==> src/rtl/apt_pkg.sv <==
// Shared types, widths and helper functions of the affine point transform.
`default_nettype none
package apt_pkg;

    localparam int FRAC_BITS = 16;
    localparam int CW        = 24;
    localparam int DW        = 32;
    localparam int OW        = DW + 1;
    localparam int PW        = CW + OW;
    localparam int SW        = PW + 2;
    localparam int DETW      = 2 * CW + 1;
    localparam int QW        = DW + 1;
    localparam int RW        = DETW + QW;
    localparam int MW        = SW + 1 - FRAC_BITS;
    localparam int CFG_IW    = 3;
    localparam int QDEPTH    = 4;
    localparam int QAW       = $clog2(QDEPTH);

    localparam logic KIND_FWD = 1'b0;
    localparam logic KIND_INV = 1'b1;

    localparam logic [CFG_IW-1:0] REG_COEF_A   = 3'd0;
    localparam logic [CFG_IW-1:0] REG_COEF_B   = 3'd1;
    localparam logic [CFG_IW-1:0] REG_COEF_C   = 3'd2;
    localparam logic [CFG_IW-1:0] REG_COEF_D   = 3'd3;
    localparam logic [CFG_IW-1:0] REG_OFFSET_X = 3'd4;
    localparam logic [CFG_IW-1:0] REG_OFFSET_Y = 3'd5;

    localparam logic [MW-1:0] POS_LIM = MW'((64'd1 << (DW - 1)) - 64'd1);
    localparam logic [MW-1:0] NEG_LIM = MW'(64'd1 << (DW - 1));

    typedef struct packed {
        logic                 kind;
        logic signed [OW-1:0] ox;
        logic signed [OW-1:0] oy;
    } apt_op_t;

    typedef struct packed {
        logic          ovf;
        logic [DW-1:0] val;
    } apt_sat_t;

    typedef struct packed {
        logic     kind;
        logic     sing;
        logic     neg_x;
        logic     neg_y;
        apt_sat_t fx;
        apt_sat_t fy;
    } apt_side_t;

    function automatic apt_sat_t sat_mag(input logic neg, input logic [MW-1:0] m,
                                         input logic big);
        apt_sat_t r;
        r.ovf = 1'b0;
        if (neg) begin
            if (big || m > NEG_LIM) begin
                r.ovf = 1'b1;
                r.val = NEG_LIM[DW-1:0];
            end else begin
                r.val = DW'(~m[DW-1:0] + 1'b1);
            end
        end else begin
            if (big || m > POS_LIM) begin
                r.ovf = 1'b1;
                r.val = POS_LIM[DW-1:0];
            end else begin
                r.val = m[DW-1:0];
            end
        end
        return r;
    endfunction

    function automatic logic [SW-1:0] mag_of(input logic signed [SW-1:0] s);
        return s[SW-1] ? SW'(-s) : SW'(s);
    endfunction

endpackage
`default_nettype wire

==> src/rtl/apt_front.sv <==
// Front end: accepts points, removes offsets for inverse words and holds one word for the queue.
`default_nettype none
module apt_front (
    input  wire logic                          aclk,
    input  wire logic                          aresetn,
    input  wire logic                          s_tvalid,
    output logic                               s_tready,
    input  wire logic                          in_kind,
    input  wire logic signed [apt_pkg::DW-1:0] in_x,
    input  wire logic signed [apt_pkg::DW-1:0] in_y,
    input  wire logic signed [apt_pkg::DW-1:0] offset_x,
    input  wire logic signed [apt_pkg::DW-1:0] offset_y,
    input  wire logic                          q_full,
    output logic                               push,
    output apt_pkg::apt_op_t                   op
);
    logic             f_valid_reg, f_valid_next;
    apt_pkg::apt_op_t op_reg, op_next;
    logic             accept;

    assign s_tready = !f_valid_reg || !q_full;
    assign accept   = s_tvalid && s_tready;
    assign push     = f_valid_reg && !q_full;
    assign op       = op_reg;

    always_comb begin
        op_next.kind = in_kind;
        if (in_kind == apt_pkg::KIND_INV) begin
            op_next.ox = apt_pkg::OW'(in_x) - apt_pkg::OW'(offset_x);
            op_next.oy = apt_pkg::OW'(in_y) - apt_pkg::OW'(offset_y);
        end else begin
            op_next.ox = apt_pkg::OW'(in_x);
            op_next.oy = apt_pkg::OW'(in_y);
        end
        f_valid_next = f_valid_reg;
        if (accept) begin
            f_valid_next = 1'b1;
        end else if (push) begin
            f_valid_next = 1'b0;
        end
    end

    always_ff @(posedge aclk) begin
        if (!aresetn) begin
            f_valid_reg <= 1'b0;
        end else begin
            f_valid_reg <= f_valid_next;
        end
        if (accept) begin
            op_reg <= op_next;
        end
    end
endmodule
`default_nettype wire

==> config.mk <==
export PLATFORM = sky130hd
export DESIGN_NAME = apt_front
export DESIGN_NICKNAME = d
export VERILOG_FILES = /design/src/rtl/apt_pkg.sv /design/src/rtl/apt_front.sv
export SDC_FILE = /design/constraint.sdc
export NUM_CORES = 1
export LEC_CHECK = 0
export BUFFER_PORTS_ARGS = -buffer_cell sky130_fd_sc_hd__buf_2
export CAP_MARGIN = 20
export CORE_MARGIN = 2
export CORE_UTILIZATION = 40
export CTS_CLUSTER_DIAMETER = 80
export DETAILED_ROUTE_END_ITERATION = 16
export PLACE_DENSITY = 0.61
export REMOVE_ABC_BUFFERS = 1
export SLEW_MARGIN = 5
export SYNTH_ARGS = -nofsm -noshare
export SYNTH_HDL_FRONTEND = slang
export SYNTH_SLANG_ARGS = --single-unit
==> constraint.sdc <==
create_clock -name aclk -period 3.1 [get_ports aclk]
set_clock_uncertainty 0.2 [all_clocks]
set_input_delay 0.155 -clock aclk [delete_from_list [all_inputs] [get_ports aclk]]
set_output_delay 0.155 -clock aclk [all_outputs]
set_load 0.01 [all_outputs]
==> out/metrics.yaml, run 1 <==
async_flop_share_pct: 0
peakVddDrop_v: 0.000263
ys.warnings.count: 0
via_per_inst: 5.08
grt_max_degree: 68
drt_iter0_drc: 290
drive_gt1_share_pct: 31.7
coreArea_um2: 16500
cp-end-kind: "flip-flop"
slew-limit-headroom_pct: 35.3
nets: 1202
synth_seq_cells: 68
fmax_mhz: 335
die_h_um: 133
min-delay-start: "in_x[30]"
ys_seq_area_share_pct: 30.5
worstSkewPairLatency_ns: 0.34
route.detailed.drc: 0
wirelength_um: 18300
areaGrowthSynthToFinish_pct: 34.0
cts_tree: "yes"
first_global_vias: 6049
largest_reg_flops: 67
io_buffers: 201
dp_worst_setup_slack_ns: -0.0922
gp_congestion: 0.848
wire_per_inst_um: 14.8
hold_viol: 0
clock-sinks: 68
cts_made_buffers: 9
worst_hold_path_type: "input port to flip-flop"
dr.pass1.iters: 5
finalCritPeriodShare_pct: 96.2
setup_viol: 0
io_pins: 202
synthFlopType: "edfxtp_1"
rsz0062_at_grt: "true"
synth_cell_types: 69
status: "completed"
drv_cap: 0
grt_usage_pct: 20.4
cts.clk_slew.worst_paths_ns: 0.06
vias: 6248
whs_ns: 0.0168
tightest_slew_ns: 0.971
yosysMostFrequentCell: "inv_1"
crit_arrival_ns: 2.86
yosysTopAreaCellShare_pct: 30.2
yosysTopAreaCell: "edfxtp_1"
finalWorstSetupSlack_ns: 0.119
path_max_fanout: 6
required_ns: 2.98
h-tree-depth: 3
hold_depth: 3
fill_cells: 1596
synthCells: 734
dieArea_um2: 17700
start_kind: "input port"
synthTopCellsByArea: "edfxtp_1, ha_1, mux2_2"
die_x_um: 133
slew_violations: 0
synth_common_cells: "inv_1, edfxtp_1, a21oi_1, nand2_1, ha_1"
dpl.hpwl_um: 13600
powerDensity_nw_per_um2: 396
synth_area_um2: 6670
min_period_ns: 2.98
grt_antenna_before_repair: 4
worstRegToRegCells: 2
crit_start: "in_y[7]"
initial_core_util_pct: 40.5
synth_edf_count: 67
r2r-start: "f_valid_reg"
grt_overflow: 0
num_rows: 47
power_leakage_nw: 4.21
power_mw: 3.54
cts_root_buf: "clkbuf_16"
grt_pass1_wl_um: 29100
ant_nets: 0
synth_area_per_cell_um2: 9.09
critPathKind: "input port to flip-flop"
max-clock-path-buffers: 2
==> path summary, 6_finish.rpt <==
kind / endpoint / slack [ns]
min: op[63] / 0.02
max reg2reg: op[54] / 1.29
max: op[31] / 0.12
min reg2reg: f_valid_reg / 0.88
==> kinds of logic after synthesis <==
| group | Yosys count | synth area share [%] |
|---|---|---|
| xor+xnor | 51 | 6.70 |
| compound gates | 215 | 21.5 |
| buf+inv | 111 | 8.20 |
| flops | 68 | 30.5 |
| simple gates | 174 | 12.3 |
| fa+ha+maj | 66 | 12.6 |
| mux | 49 | 8.22 |
==> worst max-delay path, cell delays in order <==
cell	delay (ns)
dlygate4sd3_1	0.53
buf_2	0.13
ha_2	0.38
nand3_1	0.14
a211oi_4	0.29
a211oi_2	0.12
or4_4	0.48
a2111oi_4	0.39
o21a_2	0.19
o31ai_2	0.05
==> placed cells by master (no fill, tap or decap), types with 3 or more instances in the layout <==
master / instances
a31oi_1: 5
edfxtp_1: 67
nor2b_1: 9
buf_2: 201
and2_1: 5
clkbuf_16: 9
o311ai_1: 3
nor2_1: 36
buf_4: 24
mux2_2: 46
dlygate4sd3_1: 63
a211oi_1: 4
nand4_1: 14
o31ai_2: 4
nand2_1: 66
xor2_1: 20
a211oi_2: 3
nand2b_1: 6
ha_1: 59
a21oi_1: 66
o21ai_1: 7
a21o_1: 33
a211o_1: 3
xnor2_1: 31
o211ai_1: 11
o21bai_1: 4
ha_2: 4
o21ai_0: 31
inv_1: 80
and3_1: 5
o31ai_1: 4
nor3_1: 8
o21a_1: 7
nand3_1: 13
mux2i_1: 3
==> repair_timing <==
action	4_1_cts	5_1_grt
buffers inserted	0	5
hold buffers	63	0
gates resized for setup	0	22
hold endpoints to repair	60	0
endpoints found under the setup margin	0	14
==> through the flow <==
stage | instance area (um^2) | cells | setup TNS [ns] | util (%)
after floorplan | 6440 | 704 | 0 | -
after global placement | 7870 | 1144 | -0.288 | 47.8
after detailed placement | 7870 | 1144 | -0.269 | 47.8
after CTS | 8780 | 1223 | 0 | 53.3
after global routing | 8930 | 1228 | -0.0110 | 54.2
final | 8930 | 1230 | 0 | 54.3
==> area by class of cell <==
class / instances / area [um^2] / area share (%)
multi-input cells: 555 / 4200 / 47.1
flip-flops and latches: 68 / 2030 / 22.7
repair buffers: 288 / 1820 / 20.3
inverters: 81 / 318 / 3.56
well taps: 220 / 275 / 3.08
clock buffers: 10 / 229 / 2.56
clock inverters: 6 / 55.1 / 0.616
diodes: 2 / 5.00 / 0.0560
==> routing by layer <==
metal / routed length (um) / share of wire [%] / GRT usage, % / up-vias
li1: - / - / - / 3202
met5: 27 / 0.15 / 0 / -
met2: 8620 / 47 / 34.2 / 163
met3: 1060 / 5.8 / 4.07 / 23
met1: 8230 / 45 / 26.5 / 2856
met4: 320 / 1.8 / 6.80 / 4
==> report_power, final <==
| part | internal, mW | leakage [nW] | switching [mW] | total, mW |
|---|---|---|---|---|
| clock network | 0.615 | 0.137 | 0.424 | 1.04 |
| logic | 0.640 | 3.42 | 0.692 | 1.33 |
| registers | 1.14 | 0.657 | 0.0230 | 1.17 |
Note: power is estimated with default switching activity, not from simulation.
==> run 2: changes to the inputs <==
--- a/config.mk
+++ b/config.mk
@@ -6,14 +6,15 @@
 export NUM_CORES = 1
 export LEC_CHECK = 0
 export BUFFER_PORTS_ARGS = -buffer_cell sky130_fd_sc_hd__buf_2
-export CAP_MARGIN = 20
+export CAP_MARGIN = 0
 export CORE_MARGIN = 2
 export CORE_UTILIZATION = 40
 export CTS_CLUSTER_DIAMETER = 80
 export DETAILED_ROUTE_END_ITERATION = 16
 export PLACE_DENSITY = 0.61
 export REMOVE_ABC_BUFFERS = 1
-export SLEW_MARGIN = 5
+export SETUP_SLACK_MARGIN = 0.3
+export SLEW_MARGIN = 25
 export SYNTH_ARGS = -nofsm -noshare
 export SYNTH_HDL_FRONTEND = slang
 export SYNTH_SLANG_ARGS = --single-unit
==> out/metrics.yaml, run 2 (synthesized netlist as in run 1, its figures left out) <==
grt_pass1_wl_um: 29400
fmax_mhz: 366
grt_max_degree: 68
grt_usage_pct: 20.5
drt_iter0_drc: 309
start_kind: "input port"
whs_ns: 0.0195
setup_viol: 0
r2r-start: "f_valid_reg"
wirelength_um: 18400
dpl.cell_count: 1144
required_ns: 3.00
wire_per_inst_um: 14.9
via_per_inst: 5.10
powerDensity_nw_per_um2: 396
status: "completed"
tightest_slew_ns: 0.974
crit_arrival_ns: 2.63
ant_nets: 0
initial_core_util_pct: 40.5
h-tree-depth: 3
nets: 1201
io_buffers: 201
grt_overflow: 0
clock-sinks: 68
dieArea_um2: 17700
cts_tree: "yes"
largest_reg_flops: 67
min_period_ns: 2.73
cp-end-kind: "flip-flop"
die_h_um: 133
gp_congestion: 0.848
timing.setup.tns_ns: 0
peakVddDrop_v: 0.000263
slew-limit-headroom_pct: 35.1
finalWorstSetupSlack_ns: 0.371
die_x_um: 133
dpl.hpwl_um: 13600
grt_antenna_before_repair: 4
r2r_slack_ns: 1.29
crit_start: "in_y[16]"
dr.pass1.iters: 5
drv_cap: 0
drive_gt1_share_pct: 32.0
layout_common_cells: "buf_2, inv_1, edfxtp_1, nand2_1, a21oi_1"
rsz0062_at_grt: "true"
mostFrequentLayoutCell: "buf_2"
first_global_vias: 6110
areaGrowthSynthToFinish_pct: 34.0
path_max_fanout: 4
num_rows: 47
slew_violations: 0
worst_hold_path_type: "input port to flip-flop"
io_pins: 202
worstSkewPairLatency_ns: 0.34
hold_viol: 0
path_cells: "dlygate4sd3_1, buf_2, ha_1, a21oi_1, o21ai_0, a21o_1, a211o_1, o211ai_1, nand3_1, xnor2_1, mux2_2"
final_cells: 1229
final_util_pct: 54.3
dp_worst_setup_slack_ns: -0.0922
setup.worst_path.end: "op[24]"
reg2reg_to: "op[43]"
finalCritPeriodShare_pct: 88.0
cts_made_buffers: 9
route.detailed.drc: 0
max-clock-path-buffers: 2
cts.clk_slew.worst_paths_ns: 0.06
cts_root_buf: "clkbuf_16"
critPathKind: "input port to flip-flop"
crit_slowest_cell: "dlygate4sd3_1"
vias: 6272
coreArea_um2: 16500
power_leakage_nw: 4.21
worstRegToRegCells: 2
slowest_delay_ns: 0.54
run 2: layout make-up:
type                            instances  area [um^2]
Fill cell                            1598         7530
Clock inverter                          6         55.1
Inverter                               81          318
Tap cell                              220          275
Sequential cell                        68         2030
Antenna cell                            2         5.00
Clock buffer                           10          229
Multi-Input combinational cell        555         4210
Timing Repair Buffer                  287         1810
run 2: metrics by stage:
stage	cell area (um^2)	power (mW)
global placement	7870	2.40
floorplan	6440	2.00
global route	8930	3.75
finish	8930	3.54
CTS	8790	3.53
detailed placement	7870	2.41
run 2: layer usage:
| metal | wire [um] | global-route usage (%) |
|---|---|---|
| met5 | 27 | 0 |
| met4 | 289 | 6.38 |
| met3 | 1040 | 4.11 |
| met2 | 8800 | 34.8 |
| met1 | 8220 | 26.6 |
run 2: critical path: cells and delay by family:
kind                       cells  cell delay, ns
AOI/OAI and AO/OA              5            0.94
buffers and inverters          2            0.67
muxes                          1            0.27
adders and majority gates      1            0.24
xor gates and xnor gates       1            0.17
and+or+nand+nor                1            0.16
run 2: power breakdown:
part / total [mW] / switching, mW / internal (mW)
clock network: 1.04 / 0.425 / 0.615
logic: 1.33 / 0.693 / 0.638
registers: 1.17 / 0.0221 / 1.14
total: 3.54 / 1.14 / 2.40
run 2: how the worst min path moves through the flow:
| stage | cells after the start | start | slack (ns) | end |
|---|---|---|---|---|
| 6_report | 3 | in_x[1] | 0.02 | op[34] |
| 5_1_grt | 3 | in_x[30] | 0.03 | op[63] |
| 4_1_cts | 3 | in_x[1] | 0.004 | op[34] |
| 3_5_place_dp | 2 | aresetn | 0.20 | f_valid_reg |
| 3_3_place_gp | 2 | aresetn | 0.17 | f_valid_reg |
| 2_1_floorplan | 0 | in_kind | 0.05 | op[66] |
run 2: what timing repair did:
| action | in CTS | in global routing |
|---|---|---|
| hold buffers | 63 | 0 |
| buffers inserted | 0 | 4 |
| endpoints found under the hold margin | 60 | 0 |
| pin swaps | 1 | 6 |
| resized for setup | 2 | 22 |
| endpoints found under the setup margin | 3 | 19 |
