File: config.mk
export PLATFORM = sky130hd
export DESIGN_NAME = apt_queue
export DESIGN_NICKNAME = d
export VERILOG_FILES = /design/src/rtl/apt_pkg.sv /design/src/rtl/apt_queue.sv
export SDC_FILE = /design/constraint.sdc
export NUM_CORES = 1
export LEC_CHECK = 0
export BUFFER_PORTS_ARGS = -buffer_cell sky130_fd_sc_hd__buf_2
export CAP_MARGIN = 10
export CORE_AREA = 2 2 123 172
export CTS_CLUSTER_SIZE = 24
export DETAILED_ROUTE_END_ITERATION = 6
export DIE_AREA = 0 0 125 174
export GPL_TIMING_DRIVEN = 0
export PLACE_DENSITY = 0.85
export SLEW_MARGIN = 10
export SYNTH_ARGS = -nofsm -noshare
export SYNTH_HDL_FRONTEND = slang
export SYNTH_SLANG_ARGS = --single-unit
File: constraint.sdc
create_clock -name aclk -period 2.3 [get_ports aclk]
set_input_delay 0.23 -clock aclk [delete_from_list [all_inputs] [get_ports aclk]]
set_output_delay 0.23 -clock aclk [all_outputs]
set_load 0.02 [all_outputs]
File: src/rtl/apt_pkg.sv
// Shared types, widths and helper functions of the affine point transform.
`default_nettype none
package apt_pkg;

    localparam int FRAC_BITS = 16;
    localparam int CW        = 24;
    localparam int DW        = 32;
    localparam int OW        = DW + 1;
    localparam int PW        = CW + OW;
    localparam int SW        = PW + 2;
    localparam int DETW      = 2 * CW + 1;
    localparam int QW        = DW + 1;
    localparam int RW        = DETW + QW;
    localparam int MW        = SW + 1 - FRAC_BITS;
    localparam int CFG_IW    = 3;
    localparam int QDEPTH    = 4;
    localparam int QAW       = $clog2(QDEPTH);

    localparam logic KIND_FWD = 1'b0;
    localparam logic KIND_INV = 1'b1;

    localparam logic [CFG_IW-1:0] REG_COEF_A   = 3'd0;
    localparam logic [CFG_IW-1:0] REG_COEF_B   = 3'd1;
    localparam logic [CFG_IW-1:0] REG_COEF_C   = 3'd2;
    localparam logic [CFG_IW-1:0] REG_COEF_D   = 3'd3;
    localparam logic [CFG_IW-1:0] REG_OFFSET_X = 3'd4;
    localparam logic [CFG_IW-1:0] REG_OFFSET_Y = 3'd5;

    localparam logic [MW-1:0] POS_LIM = MW'((64'd1 << (DW - 1)) - 64'd1);
    localparam logic [MW-1:0] NEG_LIM = MW'(64'd1 << (DW - 1));

    typedef struct packed {
        logic                 kind;
        logic signed [OW-1:0] ox;
        logic signed [OW-1:0] oy;
    } apt_op_t;

    typedef struct packed {
        logic          ovf;
        logic [DW-1:0] val;
    } apt_sat_t;

    typedef struct packed {
        logic     kind;
        logic     sing;
        logic     neg_x;
        logic     neg_y;
        apt_sat_t fx;
        apt_sat_t fy;
    } apt_side_t;

    function automatic apt_sat_t sat_mag(input logic neg, input logic [MW-1:0] m,
                                         input logic big);
        apt_sat_t r;
        r.ovf = 1'b0;
        if (neg) begin
            if (big || m > NEG_LIM) begin
                r.ovf = 1'b1;
                r.val = NEG_LIM[DW-1:0];
            end else begin
                r.val = DW'(~m[DW-1:0] + 1'b1);
            end
        end else begin
            if (big || m > POS_LIM) begin
                r.ovf = 1'b1;
                r.val = POS_LIM[DW-1:0];
            end else begin
                r.val = m[DW-1:0];
            end
        end
        return r;
    endfunction

    function automatic logic [SW-1:0] mag_of(input logic signed [SW-1:0] s);
        return s[SW-1] ? SW'(-s) : SW'(s);
    endfunction

endpackage
`default_nettype wire

File: src/rtl/apt_queue.sv
// Short first-in first-out queue between the front and back ends.
`default_nettype none
module apt_queue (
    input  wire logic              aclk,
    input  wire logic              aresetn,
    input  wire logic              push,
    input  wire apt_pkg::apt_op_t  wr_op,
    input  wire logic              pop,
    output apt_pkg::apt_op_t       rd_op,
    output logic                   full,
    output logic                   empty
);
    apt_pkg::apt_op_t            mem_reg [apt_pkg::QDEPTH];
    logic [apt_pkg::QAW-1:0]     wr_ptr_reg, rd_ptr_reg;
    logic [apt_pkg::QAW:0]       count_reg, count_next;

    assign full  = count_reg == (apt_pkg::QAW+1)'(apt_pkg::QDEPTH);
    assign empty = count_reg == '0;
    assign rd_op = mem_reg[rd_ptr_reg];

    always_comb begin
        count_next = count_reg;
        if (push && !pop) begin
            count_next = count_reg + 1'b1;
        end else if (pop && !push) begin
            count_next = count_reg - 1'b1;
        end
    end

    always_ff @(posedge aclk) begin
        if (!aresetn) begin
            wr_ptr_reg <= '0;
            rd_ptr_reg <= '0;
            count_reg  <= '0;
        end else begin
            count_reg <= count_next;
            if (push) begin
                wr_ptr_reg <= wr_ptr_reg + 1'b1;
            end
            if (pop) begin
                rd_ptr_reg <= rd_ptr_reg + 1'b1;
            end
        end
        if (push) begin
            mem_reg[wr_ptr_reg] <= wr_op;
        end
    end
endmodule
`default_nettype wire

==> results.md, run 1 <==
- Layout cells sized above 1: 40.1%
- Fillers: 1365
- CTS tree: done
- Clk_skew: 0.0100 ns
- R2r worst-path depth: 4
- Setup Buffers After CTS: 0
- Via count: 4848
- Bufs on Longest Clock Path: 3
- Slew HR: 70.2%
- Max frequency: 452 MHz
- Initial DRC count: roughly 340
- Vias/cell: between 5 and 6
- Peak VDD IR: 0.666 mV
- Sink of the worst hold path: rd_ptr_reg[0]
- Status: finished clean
- Tcrit/Tclk final: a little over nine tenths
- Placed Area: about 11000 um2
- Initial Utilization: 49.9%
- Reg clk slew, reported paths: 0.06 ns
- N_diodes: 0
- Leak: ~0.0044 uW
- GRT overflow: 0
- FF/Latch Area: 8230 um2
- Crit path required time: ~2.1 ns
- Die footprint: ~22000 um2
- # Max-Cap Violations: 0
- RSZ-0062 raised after global routing: true
- Worst Tran Pin Value: 0.447 ns
- FF-to-FF setup slack: just over 0.6 ns
- Placer's final routability congestion estimate: 0.663
- WS Path Type: flip-flop to primary output
- #FFs+latches synth: between 200 and 300
- Post-route cell area: about 13000 um2
- Ports: 140
- Count of pins over their slew limit: 0
- Commonest non-fill, non-tap cell in the layout: edfxtp_1
- Total CTS buffers: 25
- Reg-to-reg endpoint: mem_reg[0][26]
- Die W: ~130 um
- Clock tree sinks: 277
- Mapped Area: 10100 um2
- Clk_lat worst skew: 0.51 ns
- Hold depth: 2
- CP Launch Type: flip-flop
- CP Max Fanout: 10
- Tot GR Track Use: 17.6%
- Clk root buf: clkbuf_16
- Syn_nets: 470
- # rows: 62
- Drt pass-1 iters: 5
- Final hold vios: 0
- Post-DP HPWL: 11.5 mm
- Yosys warning total: 0
- Hold path startpoint: aresetn
- Die height: 174 um
- Worst Setup End Kind: primary output
- Area Overhead vs Synth: 25.2%
- First-pass GRT wire length: 29.6 mm
- Largest net degree at the start of global routing: 45
- WP data arrival: ~2 ns
- Max reg flops: 268
- Final Critical Period: ~2.2 ns
- H-tree levels: 1
- Power density over cell area: 868 nW/um2
- CORE AREA: between 20000 and 25000 um2
- # DRC: 0
- Synthesized area per cell: 25.8 um2
- Footprint of the multi-input gates: 1770 um2
- Sequential area share after synthesis: 81.1%
- Post-layout net count: 707
- Number of global-route vias before repair: 5407
- IO Port Bufs: 139
- Final Setup Violations: 0
- Worst Hold Class: input pin to flip-flop
- Commonest cells after routing, fill and taps aside: edfxtp_1 (268), buf_2 (143), mux4_2 (67), dlygate4sd3_1 (67), clkbuf_16 (25)
- Unique masters post-synth: 22
- DRT Wirelength: 19.1 mm
- Drt wl/cell: 21.3 um
- Post-route ant nets: 0
- Initial antenna violation count: 0
- Pwr Total: 11000 uW
- RR Startpoint: wr_ptr_reg[1]
- Post-Synthesis Cells: 393
repair_timing:
action / 4_1_cts / 5_1_grt
hold buffers: 67 / 0
endpoints found under the hold margin: 268 / 0
endpoints found under the setup margin: 49 / 3
resized for setup: 5 / 2
pin swaps: 0 / 0
gates cloned: 0 / 0
worst max-delay path: stages, from the launching register on:
cell and delay (ns):
dfxtp_1 0.32, buf_6 0.11, buf_12 0.16, buf_12 0.16
mux4_2 0.53, buf_2 0.18
worst max-delay path by stage:
stage                              from             end
after floorplan           wr_ptr_reg[0]   mem_reg[2][0]
after global placement    wr_ptr_reg[0]  mem_reg[0][46]
after detailed placement      flip-flop       rd_op[41]
after CTS                     flip-flop       rd_op[30]
after global routing          flip-flop       rd_op[36]
final                         flip-flop       rd_op[30]
per-layer routing:
layer / vias to the layer above / track usage, % / part of all wire, % / routed length [um]
met5: - / 0 / 0 / 0
met4: 0 / 5.56 / 2.3 / 431
met3: 38 / 2.71 / 4.5 / 863
met2: 152 / 32.4 / 55 / 10500
met1: 2515 / 21.5 / 39 / 7370
li1: 2143 / - / - / -
per-stage QoR:
step | setup TNS [ns] | utilization [%] | std cells | hold slack [ns] | setup WS (ns)
floorplan | 0 | - | 393 | 0.329 | 0.485
global placement | -14.80 | 54.9 | 788 | 0.439 | -0.0651
detailed placement | 0 | 55.5 | 792 | 0.450 | 0.463
CTS | 0 | 62.5 | 900 | 0.00635 | 0.0504
global route | -0.0103 | 62.5 | 900 | 0.0359 | -0.00825
finish | 0 | 62.5 | 900 | 0.0326 | 0.0860
logic make-up after synthesis:
kind of cell	synth area share [%]
fa+ha+maj	0.814
buf+inv	1.58
mux	15.1
simple gates	0.900
xor+xnor	0.432
flops	81.1
compound gates	0.123
cell type report:
class	instances	area share, %
repair buffers	210	11.7
plain buffers	15	1.21
inverters	4	0.118
multi-input cells	97	13.9
well taps	256	2.52
flip-flops and latches	277	64.8
clock buffers	35	5.38
clock inverters	6	0.423
synth_stat cells:
library cell	count	area [um2]
a21boi_0	1	7.51
buf_6	1	11.3
buf_2	4	20.0
nor2b_1	2	12.5
fa_1	1	20.0
and2_1	9	56.3
or3_1	1	6.26
buf_1	3	11.3
buf_12	4	80.1
xor2_1	3	26.3
xnor2_1	2	17.5
o21ai_0	1	5.00
mux2i_1	2	20.0
edfxtp_1	268	8050
ha_1	5	62.6
buf_4	3	22.5
nor3_1	1	5.00
nand2_1	1	3.75
dfxtp_1	9	180
inv_1	4	15.0
mux4_2	67	1510
nor3b_1	1	7.51
power by group:
part | leakage [uW] | switching, uW | internal [uW] | total (uW)
Sequential | 0.00254 | 65.6 | 5790 | 5860
Combinational | 0.00147 | 755 | 616 | 1370
Clock | 0.000357 | 1640 | 2160 | 3800
Total | 0.00436 | 2460 | 8570 | 11000
No activity file was read; power rests on OpenSTA's default activity.
==> run 2, diff against run 1 <==
==> constraint.sdc (replaced) <==
create_clock -name aclk -period 2.3 [get_ports aclk]
set_input_delay 0.575 -clock aclk [delete_from_list [all_inputs] [get_ports aclk]]
set_output_delay 0.575 -clock aclk [all_outputs]
set_load 0.02 [all_outputs]
==> run 2 against run 1 <==
Against the previous run:
- the flow now finishes with violations (setup timing)
- first-iteration DRC count down 9.1%
- worst setup slack lost 0.29 ns
- clock power about the same
- count of clock-buffer cells in the layout unchanged
- register-to-register slack is essentially flat
- clock skew grew 0.00085 ns
- sequential share of layout area increased by 1.7 points
- critical path depth is the same
- die area did not move
- largest cell class unchanged
- highest routed layer unchanged
==> results.md, run 2 (synthesis results as in run 1) <==
- CORE AREA: 20300 um2 (unchanged)
- Register share of total power: 52.8% (-0.3 points)
- H-tree levels: 1 (unchanged)
- Final WS setup: -0.202 ns (-0.288 ns)
- GRT overflow: 0 (unchanged)
- Largest net degree at the start of global routing: 45 (unchanged)
- Reg clk slew, reported paths: 0.06 ns (about the same)
- Peak VDD IR: 0.702 mV (+5.4%)
- RSZ-0062 raised after global routing: true
- Sw power: 2470 uW (+0.39%)
- CTS tree: done
- Clock power share: 34.2% (-0.3 points)
- Tcrit/Tclk final: 109% (+13 points)
- Ports: 140 (unchanged)
- Worst Hold Class: input pin to flip-flop
- Initial DRC count: 308 (-9.1%)
- Initial antenna violation count: 1 (+1)
- WS Path Type: flip-flop to primary output
- Power density over cell area: 897 nW/um2 (+3.3%)
- Post-layout net count: 648 (-8.3%)
- Leak: 0.00422 uW (-3.4%)
- Clock tree sinks: 277 (unchanged)
- Vias/cell: 5.52 (+2.6%)
- Most frequent CP cell: buf_12
- CTS Hold Bufs: 0 (-100%)
- Post-route ant nets: 0 (unchanged)
- Failing checks: setup timing
- Clk_skew: 0.0108 ns (+0.000845 ns)
- Tot GR Track Use: 17.4% (-0.28 points)
- Crit path max-delay family: buffers and inverters
- Final Util: 60.9% (-1.6 points)
- Largest stage delay, worst path: 0.52 ns (about the same)
- Initial Utilization: 49.9% (unchanged)
- Slew HR: 69.0% (-1.3 points)
- Post-DP HPWL: 11.5 mm (unchanged)
- Commonest non-fill, non-tap cell in the layout: edfxtp_1
- Drt wl/cell: 22.3 um (+4.8%)
- Bufs on Longest Clock Path: 3 (unchanged)
- Comb pwr share: 13.0% (+0.6 points)
- Clk root buf: clkbuf_16
- WP data arrival: 1.93 ns (-0.05 ns)
- Die footprint: 21800 um2 (unchanged)
- Total CTS buffers: 25 (unchanged)
- Count of pins over their slew limit: 0 (unchanged)
- Max frequency: 400 MHz (-12%)
- Final hold vios: 0 (unchanged)
- # DRC: 0 (unchanged)
- Setup TNS: -9.20 ns (-9.20 ns)
- Drt pass-1 iters: 4 (-1)
- Number of global-route vias before repair: 5137 (-5.0%)
- Area Overhead vs Synth: 22.0%
- Status: finished with violations
- Slowest cell on crit path: mux4_2
- Commonest cells after routing, fill and taps aside: edfxtp_1 (268), buf_2 (113), mux4_2 (67)
- Die W: 125 um (unchanged)
- Worst Tran Pin Value: 0.466 ns (+0.0189 ns)
- Final Setup Violations: 67 (+67)
- Critical path, cell by cell: buf_12, buf_8, buf_12, mux4_2, buf_6
- Clk_lat worst skew: 0.51 ns (about the same)
- # rows: 62 (unchanged)
- Int Power: 8640 uW (+0.76%)
- Final Critical Period: 2.50 ns (+0.288 ns)
- Via count: 4646 (-4.2%)
- IO Port Bufs: 139 (unchanged)
- Die height: 174 um (unchanged)
- # Max-Cap Violations: 0 (unchanged)
- First-pass GRT wire length: 29.0 mm (-2.1%)
- N_diodes: 0 (unchanged)
- Placer's final routability congestion estimate: 0.663 (unchanged)
- Switching Share: 22.2% (-0.065 points)
- CP Max Fanout: 5 (-5)
- Crit path required time: 1.73 ns (-0.34 ns)
- Max reg flops: 268 (unchanged)
- Layout cells sized above 1: 45.6% (+5.6 points)
- DRT Wirelength: 18.7 mm (-2.1%)
- Worst Setup End Kind: primary output
- CP Launch Type: flip-flop
- WP buf/inv: 4 (unchanged)
-- run 2: changes by cell type in the layout (fill, tap and decap cells not counted) --
cell           delta
dlygate4sd3_1    -67
clkbuf_16         +1
buf_16            +1
buf_12            +4
buf_8             +2
buf_2            -30
clkbuf_4          +1
dfxtp_4           +1
buf_4             +1
buf_6            +28
dfxtp_1           -1
-- run 2: path summary, 6_finish.rpt --
check                      from              to  slack (ns)  cells after the start
hold reg to reg    count_reg[2]    count_reg[2]        0.54                      2
hold / removal         wr_op[0]   mem_reg[0][0]        0.28                      1
setup / recovery      flip-flop       rd_op[41]       -0.20                      5
setup reg to reg  wr_ptr_reg[1]  mem_reg[0][26]        0.61                      4
-- run 2: routing by layer --
metal  vias up  wire length, um  global-route usage, %
met4         0              413                   5.51
met2       169            10400                   31.7
met5         -                0                      0
li1       2024                -                      -
met1      2415             6950                   21.1
met3        38             1030                   2.92
-- run 2: layout make-up --
cell class              count  area (um2)
plain buffers              14         174
clock buffers              35         683
clock inverters             6        53.8
fillers                  1414        7940
inverters                   4        15.0
multi-input cells          97        1770
flip-flops and latches    277        8230
well taps                 256         320
repair buffers            152        1130
-- run 2: worst register-to-register path: stages, from the launching register on --
cell	delay, ns
dfxtp_1	0.35
inv_1	0.10
ha_1	0.14
and2_4	0.44
buf_16	0.32
-- run 2: through the flow --
| stage | std cells | setup slack, ns | hold WS (ns) | area, um2 | power [uW] |
|---|---|---|---|---|---|
| global route | 841 | -0.270 | 0.263 | 12400 | 11500 |
| finish | 841 | -0.202 | 0.278 | 12400 | 11100 |
| detailed placement | 792 | 0.118 | 0.540 | 11300 | 7260 |
| floorplan | 393 | 0.446 | 0.472 | 10200 | 6770 |
| global placement | 788 | -0.290 | 0.494 | 11200 | 7180 |
| CTS | 840 | -0.235 | 0.261 | 12300 | 11200 |
-- run 2: timing repair --
item | CTS | global route
gates cloned | 2 | 1
hold endpoints to repair | 0 | 0
buffers inserted | 6 | 2
setup endpoints to repair | 67 | 67
resized for setup | 69 | 8
-- run 2: power groups by stage --
stage | Clock, uW | Sequential (uW) | Combinational [uW]
3_5_place_dp | 0 | 5970 | 1290
5_1_grt | 4100 | 5880 | 1540
6_report | 3800 | 5860 | 1450
3_3_place_gp | 0 | 5960 | 1220
4_1_cts | 3900 | 5860 | 1460
2_1_floorplan | 0 | 5950 | 822
==> run 3, diff against run 2 <==
Settings changed: CTS_BUF_LIST from default to sky130_fd_sc_hd__clkbuf_16.
==> run 3 against run 2 <==
Against the previous run:
- the run still ends with setup timing left
- clock power is 3% lower
- combinational power hardly changed
- global-route usage hardly changed
- highest routed layer unchanged
==> results.md, run 3 (synthesis results as in run 1) <==
- Max reg flops: 268 (unchanged)
- Largest net degree at the start of global routing: 45 (unchanged)
- Total CTS buffers: 25 (unchanged)
- CP Launch Type: flip-flop
- CTS Hold Bufs: 0 (unchanged)
- Reg clk slew, reported paths: 0.06 ns (about the same)
- # rows: 62 (unchanged)
- DRT Wirelength: 18.7 mm (-0.38%)
- Die W: 125 um (unchanged)
- Layout cells sized above 1: 45.3% (-0.34 points)
- Post-route cell area: 12400 um2 (-0.16%)
- Critical path, cell by cell: buf_12, buf_8, buf_12, mux4_2, buf_6
- FF-to-FF setup slack: 0.61 ns (about the same)
- Initial antenna violation count: 1 (unchanged)
- CORE AREA: 20300 um2 (unchanged)
- Final WS setup: -0.196 ns (+0.00614 ns)
- Hold path startpoint: wr_op[46]
- Fin cells: 841 (unchanged)
- Leak: 0.00424 uW (+0.52%)
- Area Overhead vs Synth: 21.8%
- CP Max Fanout: 5 (unchanged)
- Slowest cell on crit path: mux4_2
- Worst Setup End Kind: primary output
- Final Critical Period: 2.50 ns (-0.00614 ns)
- # DRC: 0 (unchanged)
- N_diodes: 0 (unchanged)
- First-pass GRT wire length: 28.9 mm (-0.14%)
- Worst slack, placed: 0.118 ns (unchanged)
- Tot GR Track Use: 17.3% (-0.019 points)
- Via count: 4606 (-0.86%)
- RR Startpoint: wr_ptr_reg[1]
- Ports: 140 (unchanged)
- Slew HR: 69.2% (+0.20 points)
- Crit path required time: 1.73 ns (about the same)
- Clock tree sinks: 277 (unchanged)
- Count of pins over their slew limit: 0 (unchanged)
- Max frequency: 401 MHz (+0.25%)
- Clk_skew: 0.0114 ns (+0.000556 ns)
- Drt pass-1 iters: 4 (unchanged)
- IO Port Bufs: 139 (unchanged)
- Commonest non-fill, non-tap cell in the layout: edfxtp_1
- Final Setup Violations: 67 (unchanged)
- Drt wl/cell: 22.2 um (-0.38%)
- Final hold vios: 0 (unchanged)
- Vias/cell: 5.48 (-0.86%)
- CTS tree: done
- Initial DRC count: 312 (+1.3%)
- Commonest cells after routing, fill and taps aside: edfxtp_1 (268), buf_2 (113), mux4_2 (67)
- RSZ-0062 raised after global routing: true
- Sink of the worst hold path: mem_reg[3][46]
- Largest stage delay, worst path: 0.52 ns (about the same)
- Die height: 174 um (unchanged)
- # Max-Cap Violations: 0 (unchanged)
- Reg-to-reg endpoint: mem_reg[0][26]
- Most frequent CP cell: buf_12
- Number of global-route vias before repair: 5133 (-0.078%)
- Clk root buf: clkbuf_16
- Status: finished with violations
- Placer's final routability congestion estimate: 0.663 (unchanged)
- Post-route ant nets: 0 (unchanged)
- Initial Utilization: 49.9% (unchanged)
- Clk_lat worst skew: 0.51 ns (about the same)
- Worst Tran Pin Value: 0.463 ns (-0.00298 ns)
- WS Path Type: flip-flop to primary output
- Hold depth: 1 (unchanged)
- Fillers: 1415 (+0.071%)
- Placed Cells: 792 (unchanged)
- WP data arrival: 1.92 ns (about the same)
- H-tree levels: 1 (unchanged)
- Tcrit/Tclk final: 109% (-0.27 points)
- GRT overflow: 0 (unchanged)
- Worst Hold Class: input pin to flip-flop
- Failing checks: setup timing
- Peak VDD IR: 0.701 mV (about the same)
- R2r worst-path depth: 4 (unchanged)
- Post-layout net count: 648 (unchanged)
- Bufs on Longest Clock Path: 3 (unchanged)
- Placed Area: 11300 um2 (unchanged)
- Power density over cell area: 890 nW/um2 (-0.80%)
- Post-DP HPWL: 11.5 mm (unchanged)
- Die footprint: 21800 um2 (unchanged)
==> run 3: cell types whose count changed in the layout (fill, tap and decap cells not counted), sizes merged <==
cell    before  now
clkbuf      37   27
inv          5   13
clkinv       4    6
==> run 3: routing by layer <==
metal	vias up	GRT usage (%)	part of all wire (%)
met2	157	31.8	56
met4	0	5.23	1.9
met1	2389	21.1	37
met5	-	0	0
li1	2026	-	-
met3	34	2.92	5.8
==> run 3: final cells by class <==
| cell class | count | area, um2 | area share (%) |
|---|---|---|---|
| Clock buffer | 25 | 626 | 5.06 |
| Clock inverter | 16 | 91.3 | 0.739 |
| Tap cell | 256 | 320 | 2.59 |
| Timing Repair Buffer | 152 | 1130 | 9.18 |
| Buffer | 14 | 174 | 1.41 |
| Multi-Input combinational cell | 97 | 1770 | 14.3 |
| Sequential cell | 277 | 8230 | 66.6 |
| Inverter | 4 | 15.0 | 0.121 |
==> run 3: worst max-delay path: cells and delay by family, from the launching register on <==
| kind | cells | cell delay [ns] |
|---|---|---|
| multiplexers | 1 | 0.52 |
| buffers and inverters | 4 | 0.51 |
| flip-flops | 1 | 0.37 |
==> run 3: how the worst max path moves through the flow <==
| stage | from | to | slack (ns) | cells after the start |
|---|---|---|---|---|
| after floorplan | push | mem_reg[0][0] | 0.45 | 1 |
| after global placement | push | mem_reg[1][49] | -0.29 | 2 |
| after detailed placement | flip-flop | rd_op[41] | 0.12 | 4 |
| after CTS | flip-flop | rd_op[41] | -0.23 | 5 |
| after global routing | flip-flop | rd_op[37] | -0.27 | 5 |
| final | flip-flop | rd_op[39] | -0.20 | 5 |
==> run 3: where the power goes <==
part	total (uW)	internal (uW)	leakage [uW]	switching, uW
Combinational	1440	681	0.00132	762
Clock	3700	2060	0.000379	1640
Sequential	5860	5790	0.00254	67.6
==> run 3: timing repair <==
item                       4_1_cts  5_1_grt
hold endpoints to repair         0        0
setup endpoints to repair       67       67
buffers inserted                 6        2
resized for setup               69        8
gates cloned                     2        1
==> run 3: per-stage QoR <==
| step | hold slack, ns | power (uW) | utilization (%) | setup TNS (ns) |
|---|---|---|---|---|
| 6_report | 0.277 | 11000 | 60.8 | -9.15 |
| 5_1_grt | 0.263 | 11400 | 60.8 | -13.83 |
| 4_1_cts | 0.261 | 11100 | 60.7 | -11.95 |
| 3_5_place_dp | 0.540 | 7260 | 55.5 | 0 |
| 3_3_place_gp | 0.494 | 7180 | 54.9 | -75.69 |
| 2_1_floorplan | 0.472 | 6770 | - | 0 |
